$ cat src/hdl/rau_div.sv
// ----------------------------------------------------------------------------
// rau_div
// Restoring unsigned divider, one quotient bit per cycle.
// ----------------------------------------------------------------------------
module rau_div #(
    parameter int WIDTH = 64
) (
    input  logic             i_clk,
    input  logic             i_rst_n,
    input  logic             i_start,
    input  logic [WIDTH-1:0] i_dividend,
    input  logic [WIDTH-1:0] i_divisor,
    output logic             o_done,
    output logic [WIDTH-1:0] o_quotient
);
    localparam int CW = $clog2(WIDTH);

    logic [CW-1:0]  r_cnt;
    logic           r_busy;
    logic           r_done;
    logic [WIDTH-1:0] r_rem;
    logic [WIDTH-1:0] r_quo;
    logic [WIDTH-1:0] r_dvs;
    logic [WIDTH:0]   w_shift;
    logic [WIDTH:0]   w_diff;

    assign w_shift = {r_rem, r_quo[WIDTH-1]};
    assign w_diff  = w_shift - {1'b0, r_dvs};

    always_ff @(posedge i_clk) begin
        if (!i_rst_n) begin
            r_busy <= 1'b0;
            r_done <= 1'b0;
            r_cnt  <= '0;
        end else begin
            r_done <= 1'b0;
            if (i_start) begin
                r_busy <= 1'b1;
                r_cnt  <= '0;
            end else if (r_busy) begin
                r_cnt <= r_cnt + 1'b1;
                if (r_cnt == CW'(WIDTH - 1)) begin
                    r_busy <= 1'b0;
                    r_done <= 1'b1;
                end
            end
        end
    end

    always_ff @(posedge i_clk) begin
        if (i_start) begin
            r_rem <= '0;
            r_quo <= i_dividend;
            r_dvs <= i_divisor;
        end else if (r_busy) begin
            if (!w_diff[WIDTH]) begin
                r_rem <= w_diff[WIDTH-1:0];
                r_quo <= {r_quo[WIDTH-2:0], 1'b1};
            end else begin
                r_rem <= w_shift[WIDTH-1:0];
                r_quo <= {r_quo[WIDTH-2:0], 1'b0};
            end
        end
    end

    assign o_done     = r_done;
    assign o_quotient = r_quo;

endmodule

$ cat config.mk
export PLATFORM = sky130hd
export DESIGN_NAME = rau_div
export DESIGN_NICKNAME = d
export VERILOG_FILES = /design/src/hdl/rau_div.sv
export SDC_FILE = /design/constraint.sdc
export NUM_CORES = 1
export LEC_CHECK = 0
export BUFFER_PORTS_ARGS = -buffer_cell sky130_fd_sc_hd__clkbuf_2
export CAP_MARGIN = 10
export CORE_MARGIN = 2
export CORE_UTILIZATION = 58
export DETAILED_ROUTE_END_ITERATION = 12
export PLACE_DENSITY = 0.93
export SYNTH_ARGS = -nofsm -noshare
export SYNTH_HDL_FRONTEND = slang
export SYNTH_SLANG_ARGS = --single-unit
$ cat constraint.sdc
create_clock -name i_clk -period 3.8 [get_ports i_clk]
set_clock_uncertainty 0.05 [all_clocks]
set_input_delay 0.19 -clock i_clk [delete_from_list [all_inputs] [get_ports i_clk]]
set_output_delay 0.19 -clock i_clk [all_outputs]
set_load 0.02 [all_outputs]
==> impl_summary.txt <==
----------------------------------------------------
[Status]
  Outcome ... finished, final reports clean

[Clock tree]
  Total CTS buffers ... 17
  H-tree levels ... 4
  Root cell of the clock tree ... sky130_fd_sc_hd__clkbuf_16
  Clock tree from TritonCTS ... built
  Clock Sink Count ... 200
  Clock-pin slew reported for the worst setup and hold paths after clock tree synthesis ... 0.09 ns
  Maximum buffer depth of the clock tree ... 2
  Clock insertion delay at the later pin of the skew report ... about 0.45 ns

[Synth]
  Number of distinct standard cells referenced by the synthesized netlist ... 68
  Yosys Warn Count ... 0
  Flip-flop cell with the highest count after synthesis ... sky130_fd_sc_hd__edfxtp_1
  Number of instances in the synthesized netlist ... about 1200
  Post-synthesis instance area ... 11900 um^2
  Sequential share of the synthesized area ... about 44%
  Most repeated cell in the gate-level netlist after synthesis ... sky130_fd_sc_hd__nand2_1
  Dominant cells by area after synthesis ... sky130_fd_sc_hd__edfxtp_1 32%, sky130_fd_sc_hd__dfxtp_1 12%, sky130_fd_sc_hd__ha_1 6.8%
  Post-synth EDFFs ... ~130
  Share of the synthesized area in the top cell type ... 32.2%
  Most common library cells after synthesis ... 162 x sky130_fd_sc_hd__nand2_1, 128 x sky130_fd_sc_hd__edfxtp_1, 92 x sky130_fd_sc_hd__nor2_1
  Synthesized net count ... ~1400
  Avg Synthesized Cell Area ... 9.73 um^2
  Cell type contributing the most total cell area after synthesis ... sky130_fd_sc_hd__edfxtp_1
  Synthesis-stage register bit count ... 200
  Async SR Flop Fraction ... 0%

[Global routing]
  Total congestion overflow ... 0
  GRT met3 Usage ... between 6 and 7%
  Total track usage ... between 30% and 40%
  Number of global-route vias before repair ... ~11000
  Number of antenna violations at the first check in global routing ... 1
  Maximum number of pins on one net before global-route repair ... around 110
  Met1 global-route usage ... a little under two fifths
  Global Route met2 Usage ... 51.7%
  Global-route wire length before repair ... between 50 and 60 mm
  GR peak layer ... met2

[Placement]
  Placed instance count ... 1645
  Placer congestion estimate ... about 0.96
  DP Wirelength ... about 22 mm
  Number of buffers inserted by port buffering ... approximately 200
  Setup WS pre-CTS ... about 0.18 ns

[Floorplan]
  Floorplan die height ... 147 um
  IO Count ... about 200
  Total core area ... approximately 20000 um^2
  Initial core utilization ... 59.0%
  Cell row count ... 52
  Chip width ... 147 um
  Die Footprint ... 21800 um^2

[Route]
  Length of the first detailed-routing pass in iterations ... 6
  Average via count per standard cell ... 6.01
  Antenna viol nets, final ... 0
  Total routed wirelength ... 33.3 mm
  WL per Instance ... ~19 um
  Via count of the routed design ... about 11000
  Initial DRC Count ... just under 900
  Remaining routing DRC violations ... 0

[Worst setup path]
  Data required time at the worst endpoint ... just over 4 ns
  Crit path arrival time ... 3.85 ns
  CP Capture Type ... flip-flop
  Kind of start point of the critical path ... flip-flop
  Maximum fanout along the worst path ... 19
  Critical Setup Path Class ... flip-flop to flip-flop

[STA]
  Min Tclk post-route ... around 3.6 ns
  Worst-Margin Slew ... about 0.78 ns
  Fmax achieved ... approximately 280 MHz
  Final critical-path setup slack ... ~0.22 ns
  Final count of negative-setup-slack endpoints ... 0
  Final slew viol count ... 0
  Worst slew slack as a fraction of its limit ... around 48%
  Portion of the clock cycle consumed by the worst path in the final layout ... between 90% and 100%
  Final TNS setup ... 0 ns
  Number of hold-slack violations in the final timing report ... 0
  RSZ-0062 raised after global routing ... false

[Cells and area]
  Non-Filler Instances ... 1790
  Area growth from synthesis to layout ... 24.9%
  Post-layout util ... approximately 74%
  Net total in the final layout ... between 1500 and 2000
  Fraction of layout cells with a size suffix above 1 ... a little under a quarter

[Job]
  Max-cap viol count ... 0

[Power and ir drop]
  Overall power ... roughly 6.6 mW
  Pwr/cell area ... 441 nW/um^2
  Leakage power figure ... ~6.3 nW
  Worst VDD drop ... ~0.31 mV

[Worst hold path]
  Hold Path Class ... input pin to flip-flop

----------------------------------------------------
==> repair_timing <==
item	CTS	global route
setup endpoints to repair	0	59
setup buffers	0	2
hold buffers	106	3
resized for setup	0	4
endpoints found under the hold margin	106	3
==> layout make-up <==
cell class                 count  area, um^2
multi-input combinational    878        6050
inverter                      85         319
clock inverter                15         208
timing repair buffer         324        2290
clock buffer                  17         425
antenna                        1        2.50
fill                        1366        5310
sequential                   200        5290
tap                          270         338
==> cells in the final DEF (no fill, tap or decap), types with 17 or more instances in the layout <==
master,n
sky130_fd_sc_hd__inv_1,84
sky130_fd_sc_hd__xnor2_1,34
sky130_fd_sc_hd__edfxtp_1,128
sky130_fd_sc_hd__ha_1,65
sky130_fd_sc_hd__nand4_1,17
sky130_fd_sc_hd__xor2_1,23
sky130_fd_sc_hd__a311oi_1,40
sky130_fd_sc_hd__nand3_1,21
sky130_fd_sc_hd__clkbuf_2,194
sky130_fd_sc_hd__a21oi_1,77
sky130_fd_sc_hd__mux2_2,64
sky130_fd_sc_hd__clkbuf_16,18
sky130_fd_sc_hd__dfxtp_1,71
sky130_fd_sc_hd__o21ai_0,46
sky130_fd_sc_hd__nand2_1,162
sky130_fd_sc_hd__a21o_1,31
sky130_fd_sc_hd__dlygate4sd3_1,109
sky130_fd_sc_hd__nor2_1,92
==> final timing paths <==
kind | from | to | slack (ns) | cells past startpoint
worst max-delay path | o_quotient[63] | r_rem[25] | 0.22 | 15
worst min-delay path | i_dividend[58] | o_quotient[58] | 0.00003 | 2
worst max register to register | o_quotient[63] | r_rem[25] | 0.22 | 15
worst min register to register | r_cnt[5] | r_cnt[5] | 0.45 | 2
==> routing by layer <==
metal / wire, um / vias to the layer above
li1: - / 5024
met1: 13100 / 5076
met2: 16400 / 538
met3: 2450 / 111
met4: 1400 / 0
met5: 0 / -
==> flip-flops by register name, summed over array words and instances, names as in the netlist <==
| signal | cells |
|---|---|
| r_busy | 1 |
| o_quotient | 64 |
| r_dvs | 64 |
| r_rem | 64 |
| o_done | 1 |
| r_cnt | 6 |
==> metrics by stage <==
| step | instance area [um^2] | hold WS, ns |
|---|---|---|
| after floorplan | 11900 | 0.239 |
| after global placement | 13100 | 0.318 |
| after detailed placement | 13100 | 0.319 |
| after CTS | 14800 | 0.000410 |
| after global routing | 14900 | 0.000637 |
| final | 14900 | 0.0000255 |
==> where the power goes <==
part	switching (mW)	leakage [nW]	total (mW)	internal [mW]
clock network	0.977	0.308	1.95	0.974
logic	1.16	4.17	1.96	0.798
registers	0.137	1.86	2.67	2.54
==> cells by family after synthesis <==
logic type	synth area share [%]
multiplexers	6.96
AO/OA/AOI/OAI	17.5
adder cells (fa/ha/maj)	6.98
AND/OR/NAND/NOR	14.5
buffers and inverters	5.15
XOR/XNOR	4.64
flip-flops	44.3
==> critical path, cell delays in order, from the launching register on <==
cell and delay [ns]:
sky130_fd_sc_hd__edfxtp_1 0.37, sky130_fd_sc_hd__inv_1 0.05, sky130_fd_sc_hd__ha_1 0.22, sky130_fd_sc_hd__fa_1 0.41, sky130_fd_sc_hd__nor2b_1 0.20, sky130_fd_sc_hd__o2111ai_1 0.21
sky130_fd_sc_hd__nand3_2 0.16, sky130_fd_sc_hd__nand4_1 0.16, sky130_fd_sc_hd__a31oi_1 0.27, sky130_fd_sc_hd__o21ai_1 0.11, sky130_fd_sc_hd__and2_1 0.28, sky130_fd_sc_hd__xnor2_4 0.23
sky130_fd_sc_hd__buf_12 0.16, sky130_fd_sc_hd__buf_12 0.17, sky130_fd_sc_hd__mux2i_1 0.29, sky130_fd_sc_hd__o21ai_0 0.10
No activity file was read; power rests on OpenSTA's default activity.
